$ cat src/rtl/ilc_pkg.sv
// ilc_pkg: constants, codes, result type and helpers for the ini line classifier
// no dependencies; imported by ilc_result_if, ilc_tracker, ini_line_classifier and ilc_checker
package ilc_pkg;

    // line length and counter ranges
    localparam int LINE_MAX = 4096;
    localparam int POS_W    = $clog2(LINE_MAX);
    localparam int CNT_W    = 16;

    localparam logic [POS_W-1:0] POS_LAST  = POS_W'(LINE_MAX - 1);
    localparam logic [CNT_W-1:0] COUNT_MAX = {CNT_W{1'b1}};

    // characters of interest
    localparam logic [7:0] CH_NEWLINE = 8'h0A;
    localparam logic [7:0] CH_SPACE   = 8'h20;
    localparam logic [7:0] CH_TAB     = 8'h09;
    localparam logic [7:0] CH_CR      = 8'h0D;
    localparam logic [7:0] CH_HASH    = 8'h23;
    localparam logic [7:0] CH_SEMI    = 8'h3B;
    localparam logic [7:0] CH_EQUALS  = 8'h3D;
    localparam logic [7:0] CH_LBRACK  = 8'h5B;
    localparam logic [7:0] CH_RBRACK  = 8'h5D;
    localparam logic [7:0] CH_UPPER_A = 8'h41;
    localparam logic [7:0] CH_UPPER_Z = 8'h5A;
    localparam logic [7:0] CASE_BIT   = 8'h20;

    // kind of the first non-blank byte of the current line
    localparam logic [1:0] FK_NONE    = 2'd0;
    localparam logic [1:0] FK_COMMENT = 2'd1;
    localparam logic [1:0] FK_SECTION = 2'd2;
    localparam logic [1:0] FK_KEY     = 2'd3;

    // reported line kinds
    localparam logic [2:0] LK_BLANK       = 3'd0;
    localparam logic [2:0] LK_SECTION     = 3'd1;
    localparam logic [2:0] LK_KEY         = 3'd2;
    localparam logic [2:0] LK_BAD_SECTION = 3'd3;
    localparam logic [2:0] LK_NO_EQUALS   = 3'd4;
    localparam logic [2:0] LK_TOO_LONG    = 3'd5;

    // one result request
    typedef struct packed {
        logic [7:0]       out_byte;
        logic             line_done;
        logic [2:0]       line_kind;
        logic [POS_W-1:0] name_start;
        logic [POS_W-1:0] name_end;
        logic [POS_W-1:0] value_start;
        logic [POS_W-1:0] value_end;
        logic [CNT_W-1:0] line_index;
        logic [CNT_W-1:0] section_number;
        logic             halted;
    } result_t;

    // blanks are tab to carriage return and space
    function automatic logic is_blank(input logic [7:0] b);
        return (b == CH_SPACE) || ((b >= CH_TAB) && (b <= CH_CR));
    endfunction

    // error kinds halt the block
    function automatic logic is_error(input logic [2:0] k);
        return (k == LK_BAD_SECTION) || (k == LK_NO_EQUALS) || (k == LK_TOO_LONG);
    endfunction

endpackage

$ cat src/rtl/ilc_text_if.sv
// ilc_text_if: input channel carrying one text byte per request
// depends on nothing
interface ilc_text_if;

    logic       valid;
    logic       ready;
    logic [7:0] in_byte;
    logic       last_byte;

    modport source (output valid, in_byte, last_byte, input ready);
    modport sink   (input valid, in_byte, last_byte, output ready);

endinterface

$ cat src/rtl/ilc_result_if.sv
// ilc_result_if: output channel carrying the echoed byte and the line summary
// depends on ilc_pkg for widths
interface ilc_result_if
    import ilc_pkg::*;
();

    logic             valid;
    logic             ready;
    logic [7:0]       out_byte;
    logic             line_done;
    logic [2:0]       line_kind;
    logic [POS_W-1:0] name_start;
    logic [POS_W-1:0] name_end;
    logic [POS_W-1:0] value_start;
    logic [POS_W-1:0] value_end;
    logic [CNT_W-1:0] line_index;
    logic [CNT_W-1:0] section_number;
    logic             halted;

    modport source (output valid, out_byte, line_done, line_kind, name_start, name_end,
                    value_start, value_end, line_index, section_number, halted,
                    input ready);
    modport sink   (input valid, out_byte, line_done, line_kind, name_start, name_end,
                    value_start, value_end, line_index, section_number, halted,
                    output ready);

endinterface

$ cat src/rtl/ilc_tracker.sv
// ilc_tracker: per-line parse state, counters and the result for the byte on offer
// depends on ilc_pkg; state advances only on an accepted request
module ilc_tracker
    import ilc_pkg::*;
(
    input  logic       clk,
    input  logic       rst_n,
    input  logic       take,
    input  logic [7:0] in_byte,
    input  logic       last_byte,
    output result_t    res
);

    logic [POS_W-1:0] position_reg,   position_next;
    logic [1:0]       first_kind_reg, first_kind_next;
    logic             marker_seen_reg, marker_seen_next;
    logic [POS_W-1:0] marker_pos_reg, marker_pos_next;
    logic [POS_W-1:0] field_first_reg, field_first_next;
    logic [POS_W-1:0] field_last_reg,  field_last_next;
    logic [POS_W-1:0] tail_first_reg,  tail_first_next;
    logic [POS_W-1:0] tail_last_reg,   tail_last_next;
    logic [POS_W-1:0] nonspace_reg,    nonspace_next;
    logic [CNT_W-1:0] line_count_reg,  line_count_next;
    logic [CNT_W-1:0] section_count_reg, section_count_next;
    logic             stopped_reg,  stopped_next;
    logic             overlong_reg, overlong_next;

    logic             nl;
    logic             sp;
    logic [POS_W-1:0] pos_inc;
    logic [2:0]       kind;
    logic             is_upper;

    // next state and result for the byte on offer
    always_comb
    begin
        position_next      = position_reg;
        first_kind_next    = first_kind_reg;
        marker_seen_next   = marker_seen_reg;
        marker_pos_next    = marker_pos_reg;
        field_first_next   = field_first_reg;
        field_last_next    = field_last_reg;
        tail_first_next    = tail_first_reg;
        tail_last_next     = tail_last_reg;
        nonspace_next      = nonspace_reg;
        line_count_next    = line_count_reg;
        section_count_next = section_count_reg;
        stopped_next       = stopped_reg;
        overlong_next      = overlong_reg;
        res                = '0;
        kind               = LK_BLANK;

        nl       = (in_byte == CH_NEWLINE);
        sp       = is_blank(in_byte);
        pos_inc  = position_reg + 1'b1;
        is_upper = (in_byte >= CH_UPPER_A) && (in_byte <= CH_UPPER_Z);

        if (stopped_reg)
        begin
            res.halted = 1'b1;
        end
        else
        begin
            // take a content byte into the line
            if (!nl && !overlong_reg)
            begin
                if (position_reg >= POS_LAST)
                begin
                    overlong_next = 1'b1;
                end
                else
                begin
                    position_next = pos_inc;
                    if (!sp)
                        nonspace_next = pos_inc;
                    unique case (first_kind_reg)
                        FK_NONE:
                        begin
                            if (!sp)
                            begin
                                if ((in_byte == CH_HASH) || (in_byte == CH_SEMI))
                                    first_kind_next = FK_COMMENT;
                                else if (in_byte == CH_LBRACK)
                                    first_kind_next = FK_SECTION;
                                else
                                begin
                                    first_kind_next = FK_KEY;
                                    if (in_byte == CH_EQUALS)
                                    begin
                                        marker_seen_next = 1'b1;
                                        marker_pos_next  = position_reg;
                                    end
                                    else
                                    begin
                                        field_first_next = position_reg;
                                        field_last_next  = pos_inc;
                                    end
                                end
                            end
                        end
                        FK_SECTION:
                        begin
                            if (!marker_seen_reg)
                            begin
                                if (in_byte == CH_RBRACK)
                                begin
                                    marker_seen_next = 1'b1;
                                    marker_pos_next  = position_reg;
                                end
                                else if (!sp)
                                begin
                                    if (field_last_reg == '0)
                                        field_first_next = position_reg;
                                    field_last_next = pos_inc;
                                end
                            end
                        end
                        FK_KEY:
                        begin
                            if (!marker_seen_reg)
                            begin
                                if (in_byte == CH_EQUALS)
                                begin
                                    marker_seen_next = 1'b1;
                                    marker_pos_next  = position_reg;
                                end
                                else if (!sp)
                                begin
                                    if (field_last_reg == '0)
                                        field_first_next = position_reg;
                                    field_last_next = pos_inc;
                                end
                            end
                            else if (!sp)
                            begin
                                if (tail_last_reg == '0)
                                    tail_first_next = position_reg;
                                tail_last_next = pos_inc;
                            end
                        end
                        default:
                        begin
                            // comment lines are not parsed further
                        end
                    endcase
                end
            end

            // echo, lowercased once the line opened with a bracket
            res.out_byte = ((first_kind_next == FK_SECTION) && is_upper) ?
                           (in_byte | CASE_BIT) : in_byte;

            // close the line
            if (nl || last_byte)
            begin
                if (line_count_reg != COUNT_MAX)
                    line_count_next = line_count_reg + 1'b1;

                priority if (overlong_next)
                    kind = LK_TOO_LONG;
                else if ((first_kind_next == FK_NONE) || (first_kind_next == FK_COMMENT))
                    kind = LK_BLANK;
                else if (first_kind_next == FK_SECTION)
                begin
                    if (marker_seen_next && (nonspace_next == marker_pos_next + 1'b1))
                    begin
                        kind = LK_SECTION;
                        if (section_count_reg != COUNT_MAX)
                            section_count_next = section_count_reg + 1'b1;
                        if (field_last_next != '0)
                        begin
                            res.name_start = field_first_next;
                            res.name_end   = field_last_next;
                        end
                    end
                    else
                        kind = LK_BAD_SECTION;
                end
                else
                begin
                    if (marker_seen_next)
                    begin
                        kind = LK_KEY;
                        if (field_last_next != '0)
                        begin
                            res.name_start = field_first_next;
                            res.name_end   = field_last_next;
                        end
                        if (tail_last_next != '0)
                        begin
                            res.value_start = tail_first_next;
                            res.value_end   = tail_last_next;
                        end
                    end
                    else
                        kind = LK_NO_EQUALS;
                end

                if (kind != LK_BLANK)
                    res.section_number = section_count_next;
                if (is_error(kind))
                    stopped_next = 1'b1;
                res.line_done  = 1'b1;
                res.line_kind  = kind;
                res.line_index = line_count_next;

                // fresh line
                position_next    = '0;
                first_kind_next  = FK_NONE;
                marker_seen_next = 1'b0;
                marker_pos_next  = '0;
                field_first_next = '0;
                field_last_next  = '0;
                tail_first_next  = '0;
                tail_last_next   = '0;
                nonspace_next    = '0;
                overlong_next    = 1'b0;
            end
            res.halted = stopped_next;
        end
    end

    // state registers
    always_ff @(posedge clk or negedge rst_n)
    begin
        if (!rst_n)
        begin
            position_reg      <= '0;
            first_kind_reg    <= FK_NONE;
            marker_seen_reg   <= 1'b0;
            marker_pos_reg    <= '0;
            field_first_reg   <= '0;
            field_last_reg    <= '0;
            tail_first_reg    <= '0;
            tail_last_reg     <= '0;
            nonspace_reg      <= '0;
            line_count_reg    <= '0;
            section_count_reg <= '0;
            stopped_reg       <= 1'b0;
            overlong_reg      <= 1'b0;
        end
        else if (take)
        begin
            position_reg      <= position_next;
            first_kind_reg    <= first_kind_next;
            marker_seen_reg   <= marker_seen_next;
            marker_pos_reg    <= marker_pos_next;
            field_first_reg   <= field_first_next;
            field_last_reg    <= field_last_next;
            tail_first_reg    <= tail_first_next;
            tail_last_reg     <= tail_last_next;
            nonspace_reg      <= nonspace_next;
            line_count_reg    <= line_count_next;
            section_count_reg <= section_count_next;
            stopped_reg       <= stopped_next;
            overlong_reg      <= overlong_next;
        end
    end

endmodule

$ cat src/rtl/ini_line_classifier.sv
// ini_line_classifier: streaming ini line classifier, top level
// depends on ilc_pkg, ilc_text_if, ilc_result_if and ilc_tracker
//
// Usage:
//   text   - one text byte per request, last_byte marks the final byte of the stream
//   result - one request per accepted byte: the echoed byte (lowercased on a bracket
//            line) and, when line_done is set, the kind, trimmed name and value
//            offsets, line number and section count of the line just closed
// Latency: a result is shown on the cycle after its byte is accepted.
// Throughput: one byte per cycle while results are taken; the parse state and counters update in the
//   same cycle as the byte is taken, and a single output register holds the result.
// Stall: while the result register is full and not taken, text.ready is low and
//   the held result stays unchanged; ready returns in the cycle the result is taken.
// Reset: clears the line state, line and section counters and the halt flag;
//   the result register is empty after reset.
// An error line (bad section, missing equals, too long) sets halted; from then on
//   every byte is accepted and answered with a result that carries only halted,
//   until the next reset.
module ini_line_classifier
    import ilc_pkg::*;
(
    input  logic               clk,
    input  logic               rst_n,
    ilc_text_if.sink           text,
    ilc_result_if.source       result
);

    logic    take;
    result_t res;
    result_t result_reg;
    logic    valid_reg;

    // accept whenever the output register is free or being emptied
    assign text.ready = !valid_reg || result.ready;
    assign take       = text.valid && text.ready;

    ilc_tracker u_tracker (
        .clk       (clk),
        .rst_n     (rst_n),
        .take      (take),
        .in_byte   (text.in_byte),
        .last_byte (text.last_byte),
        .res       (res)
    );

    // output valid flag
    always_ff @(posedge clk or negedge rst_n)
    begin
        if (!rst_n)
            valid_reg <= 1'b0;
        else if (take)
            valid_reg <= 1'b1;
        else if (result.ready)
            valid_reg <= 1'b0;
    end

    // output payload
    always_ff @(posedge clk)
    begin
        if (take)
            result_reg <= res;
    end

    assign result.valid          = valid_reg;
    assign result.out_byte       = result_reg.out_byte;
    assign result.line_done      = result_reg.line_done;
    assign result.line_kind      = result_reg.line_kind;
    assign result.name_start     = result_reg.name_start;
    assign result.name_end       = result_reg.name_end;
    assign result.value_start    = result_reg.value_start;
    assign result.value_end      = result_reg.value_end;
    assign result.line_index     = result_reg.line_index;
    assign result.section_number = result_reg.section_number;
    assign result.halted         = result_reg.halted;

endmodule

$ cat src/flat_wrapper.sv
// flat-port wrapper written by rule: the top's interface ports become plain ports
module ini_line_classifier_flat import ilc_pkg::*;
  (clk, rst_n, text_valid, text_in_byte, text_last_byte, text_ready, result_valid, result_out_byte, result_line_done, result_line_kind, result_name_start, result_name_end, result_value_start, result_value_end, result_line_index, result_section_number, result_halted, result_ready);
  ilc_text_if text_i ();
  ilc_result_if result_i ();
  input  logic clk;
  input  logic rst_n;
  input wire logic [$bits(text_i.valid)-1:0] text_valid;
  input wire logic [$bits(text_i.in_byte)-1:0] text_in_byte;
  input wire logic [$bits(text_i.last_byte)-1:0] text_last_byte;
  output wire logic [$bits(text_i.ready)-1:0] text_ready;
  output wire logic [$bits(result_i.valid)-1:0] result_valid;
  output wire logic [$bits(result_i.out_byte)-1:0] result_out_byte;
  output wire logic [$bits(result_i.line_done)-1:0] result_line_done;
  output wire logic [$bits(result_i.line_kind)-1:0] result_line_kind;
  output wire logic [$bits(result_i.name_start)-1:0] result_name_start;
  output wire logic [$bits(result_i.name_end)-1:0] result_name_end;
  output wire logic [$bits(result_i.value_start)-1:0] result_value_start;
  output wire logic [$bits(result_i.value_end)-1:0] result_value_end;
  output wire logic [$bits(result_i.line_index)-1:0] result_line_index;
  output wire logic [$bits(result_i.section_number)-1:0] result_section_number;
  output wire logic [$bits(result_i.halted)-1:0] result_halted;
  input wire logic [$bits(result_i.ready)-1:0] result_ready;
  assign text_i.valid = text_valid;
  assign text_i.in_byte = text_in_byte;
  assign text_i.last_byte = text_last_byte;
  assign text_ready = text_i.ready;
  assign result_valid = result_i.valid;
  assign result_out_byte = result_i.out_byte;
  assign result_line_done = result_i.line_done;
  assign result_line_kind = result_i.line_kind;
  assign result_name_start = result_i.name_start;
  assign result_name_end = result_i.name_end;
  assign result_value_start = result_i.value_start;
  assign result_value_end = result_i.value_end;
  assign result_line_index = result_i.line_index;
  assign result_section_number = result_i.section_number;
  assign result_halted = result_i.halted;
  assign result_i.ready = result_ready;
  ini_line_classifier u_core (.clk(clk), .rst_n(rst_n), .text(text_i), .result(result_i));
endmodule
$ cat config.mk
export PLATFORM = sky130hd
export DESIGN_NAME = ini_line_classifier_flat
export DESIGN_NICKNAME = d
export VERILOG_FILES = /design/src/rtl/ilc_pkg.sv /design/src/rtl/ilc_text_if.sv /design/src/rtl/ilc_result_if.sv /design/src/rtl/ilc_tracker.sv /design/src/rtl/ini_line_classifier.sv /design/src/flat_wrapper.sv
export SDC_FILE = /design/constraint.sdc
export NUM_CORES = 1
export LEC_CHECK = 0
export BUFFER_PORTS_ARGS = -buffer_cell sky130_fd_sc_hd__buf_2
export CAP_MARGIN = 15
export CORE_MARGIN = 2
export CORE_UTILIZATION = 45
export DETAILED_ROUTE_END_ITERATION = 6
export PLACE_DENSITY = 0.64
export SLEW_MARGIN = 20
export SYNTH_ARGS = -nofsm -noshare
export SYNTH_HDL_FRONTEND = slang
export SYNTH_SLANG_ARGS = --single-unit
$ cat constraint.sdc
create_clock -name clk -period 9.55 [get_ports clk]
set_input_delay 0 -clock clk [delete_from_list [all_inputs] [get_ports clk]]
set_output_delay 0 -clock clk [all_outputs]
set_load 0.01 [all_outputs]
==> metrics.md <==
| Metric | Value |
|---|---|
| Status | completed |
| CTS Buf Count | 25 |
| Initial antenna violation count | 0 |
| CP Depth | 17 |
| Wirelength per Cell | 19.2 um |
| Clk pin slew, worst setup/hold paths | 60 ps |
| Synth area leaders | dfrtp_1 (27%), edfxtp_1 (25%), nand2_1 (4.9%) |
| Vias per Instance | 5.75 |
| Total grt overflow | 0 |
| Layout cell share with drive strength beyond 1 | 16.5% |
| R2R cell count | 17 |
| # fillers | 2281 |
| Syn_nets | 1166 |
| GP Congestion | 0.973 |
| Max stage delay cell, worst path | nor2_2 |
| Setup tns final | 0 ps |
| Via count | 9126 |
| Flop-to-flop setup slack | 3860 ps |
| Synth Flop Type | dfrtp_1 |
| Vias in the first global route | 8560 |
| Avg Cell Area, Syn | 9.84 sq um |
| Clock Sinks | 215 |
| Critical path destination | u_core.result.name_start[1] |
| Peak VDD IR | 108 uV |
| Final core occ | 52.2% |
| CP peak stage delay | 600 ps |
| Slew HR | 30.0% |
| Commonest cells in the netlist | nand2_1 (147), dfrtp_1 (122), nor2_1 (121) |
| EDFF count, synth | 93 |
| P&R area growth vs syn | 14.8% |
| Root Buffer | clkbuf_16 |
| Fmax | 0.176 GHz |
| Largest net degree at the start of global routing | 69 |
| Sequential cell area fraction in the yosys report | 51.7% |
| FP Rows | 58 |
| First-pass GRT wire length | 48200 um |
| Clock buffer depth | 3 |
| Tightest Pin Transition | 1040 ps |
| ANT nets after route | 0 |
| Number of max-cap violations | 0 |
| Pwr Total | 1.98 mW |
| Reg-to-reg endpoint | u_core.result.name_start[1] |
| Hold Vio Cnt, Final | 0 |
| Drt initial violations | 781 |
| DP Area | 0.0121 sq mm |
| Worst setup path startpoint | u_core.u_tracker.position_reg[0] |
| Critical path's most frequent cell | ha_1 |
| Die Wd | 163 um |
| Worst Hold Class | in2reg |
| Top cell type by total area after synthesis | dfrtp_1 |
| Critical-path cell list | ha_1, nand2_1, nor4_2, nor2_2, nand3_1, o311a_1, or2_2, ha_1, inv_1, and3_1, a211oi_1, nand4b_1, a2111oi_4, nand4_1, or3_4, a211o_1, nor2_1 |
| Most common cell in the netlist | nand2_1 |
| Leakage power | 5.35 nW |
| Layout Nets | 1256 |
| Detailed Route WL | 30500 um |
| # setup viols final | 0 |
| Minimum clock period after layout | 5690 ps |
| Yosys reg bits | 215 |
| First drt pass iteration count | 7 |
| HPWL Detailed | 21000 um |
| Startpoint class of the critical path | flop |
| Die height | 163 um |
| Port bufs | 107 |
| FFs w/ async S/R, synth | 56.7% |
| Cell family with most CP delay | simple AND/OR/NAND/NOR gates |
| Worst Path Arrival | 6080 ps |
| Die ar. | 0.0264 sq mm |
| Residual DRC count | 0 |
| Core region area | 0.0249 sq mm |
| WP buf/inv | 1 |
| Post-Syn Area | 0.0113 sq mm |
| Synth unique cells | 82 |
| CTS tree | yes |
| Synth warn | 0 |
| RSZ-0062 raised after global routing | false |
| GRT Overall Usage | 22.9% |
| Syn Inst Count | 1149 |
| Final Cell Area | 0.0130 sq mm |
| FF-to-FF Start | u_core.u_tracker.position_reg[0] |
| CTS resizes | 0 |
| Initial Util | 45.4% |
| Final Max Slew Viols | 0 |
| Area fraction of the dominant cell type after synthesis | 27.0% |
| Worst EP required | 9940 ps |
| Critical path fanouts, max | 19 |
| Post-CTS Setup Inserts | 0 |
| Power density over cell area | 153 mW/mm^2 |
| Cts hold-fix bufs | 12 |
| Period utilization | 59.6% |
| Antenna diodes | 0 |
| Htree depth | 1 |
| Io pins | 108 |
| Path type of the worst setup path | reg2reg |
| Element type at the critical path end | flop |
| Clk_lat worst skew | 550 ps |
| Clock Skew | 24.7 ps |
layout make-up:
| cell class | instances | area [sq um] | share of cell area, % |
|---|---|---|---|
| clock inverters | 11 | 83.8 | 0.646 |
| multi-input cells | 848 | 5100 | 39.3 |
| well taps | 330 | 413 | 3.18 |
| repair buffers | 136 | 786 | 6.05 |
| flip-flops and latches | 215 | 5850 | 45.0 |
| clock buffers | 35 | 704 | 5.42 |
| inverters | 13 | 51.3 | 0.395 |
metal layers:
layer / wire, um / share of wire [%] / track usage (%)
met2: 13000 / 43 / 32.5
met3: 2050 / 6.7 / 4.48
met5: 0 / 0 / 0
met4: 954 / 3.1 / 7.48
met1: 14500 / 48 / 35.0
tightest hold or removal path: cells and delay by family:
family	cells	cell delay, ps
compound gates	1	110
buf+inv	1	90
simple gates	2	340
where the power goes:
group,switching (mW),internal (mW),leakage [nW]
sequential,0.00411,0.982,2.63
clock,0.394,0.520,0.379
combinational,0.0565,0.0270,2.35
total,0.455,1.53,5.35
cells in the final DEF (no fill, tap or decap), drive strengths merged, types with 16 or more instances in the layout:
cell type,count
a21oi,60
a22o,29
and3,24
buf,124
clkbuf,35
dfrtp,122
edfxtp,93
mux2i,37
nand2,147
nand3,45
nand4,16
nor2,131
nor3,18
o21ai,90
xnor2,43
metrics by stage:
step | setup WS (ps) | instances | hold WS, ps
floorplan | 5110 | 1149 | -296
global placement | 4160 | 1530 | 198
detailed placement | 3950 | 1530 | 195
CTS | 3940 | 1588 | 28.1
global route | 3490 | 1588 | 112
finish | 3860 | 1588 | 35.9
how the worst min path moves through the flow:
stage	cells after the start	slack, ps	start	endpoint
6_report	4	40	result_ready	u_core.u_tracker.stopped_reg
3_3_place_gp	1	200	rst_n	u_core.u_tracker.field_last_reg[5]
4_1_cts	4	30	result_ready	u_core.u_tracker.stopped_reg
3_5_place_dp	1	200	rst_n	u_core.u_tracker.field_last_reg[0]
2_1_floorplan	0	-300	rst_n	u_core.result.valid
5_1_grt	4	110	result_ready	u_core.u_tracker.stopped_reg
logic make-up after synthesis:
family,count (synthesis),synth area share (%)
flops,215,51.7
fa+ha+maj,4,0.443
simple gates,459,19.6
xor+xnor,55,4.26
mux,43,3.87
buf+inv,86,3.23
compound gates,287,16.9
(Power assumes the default switching activity.)
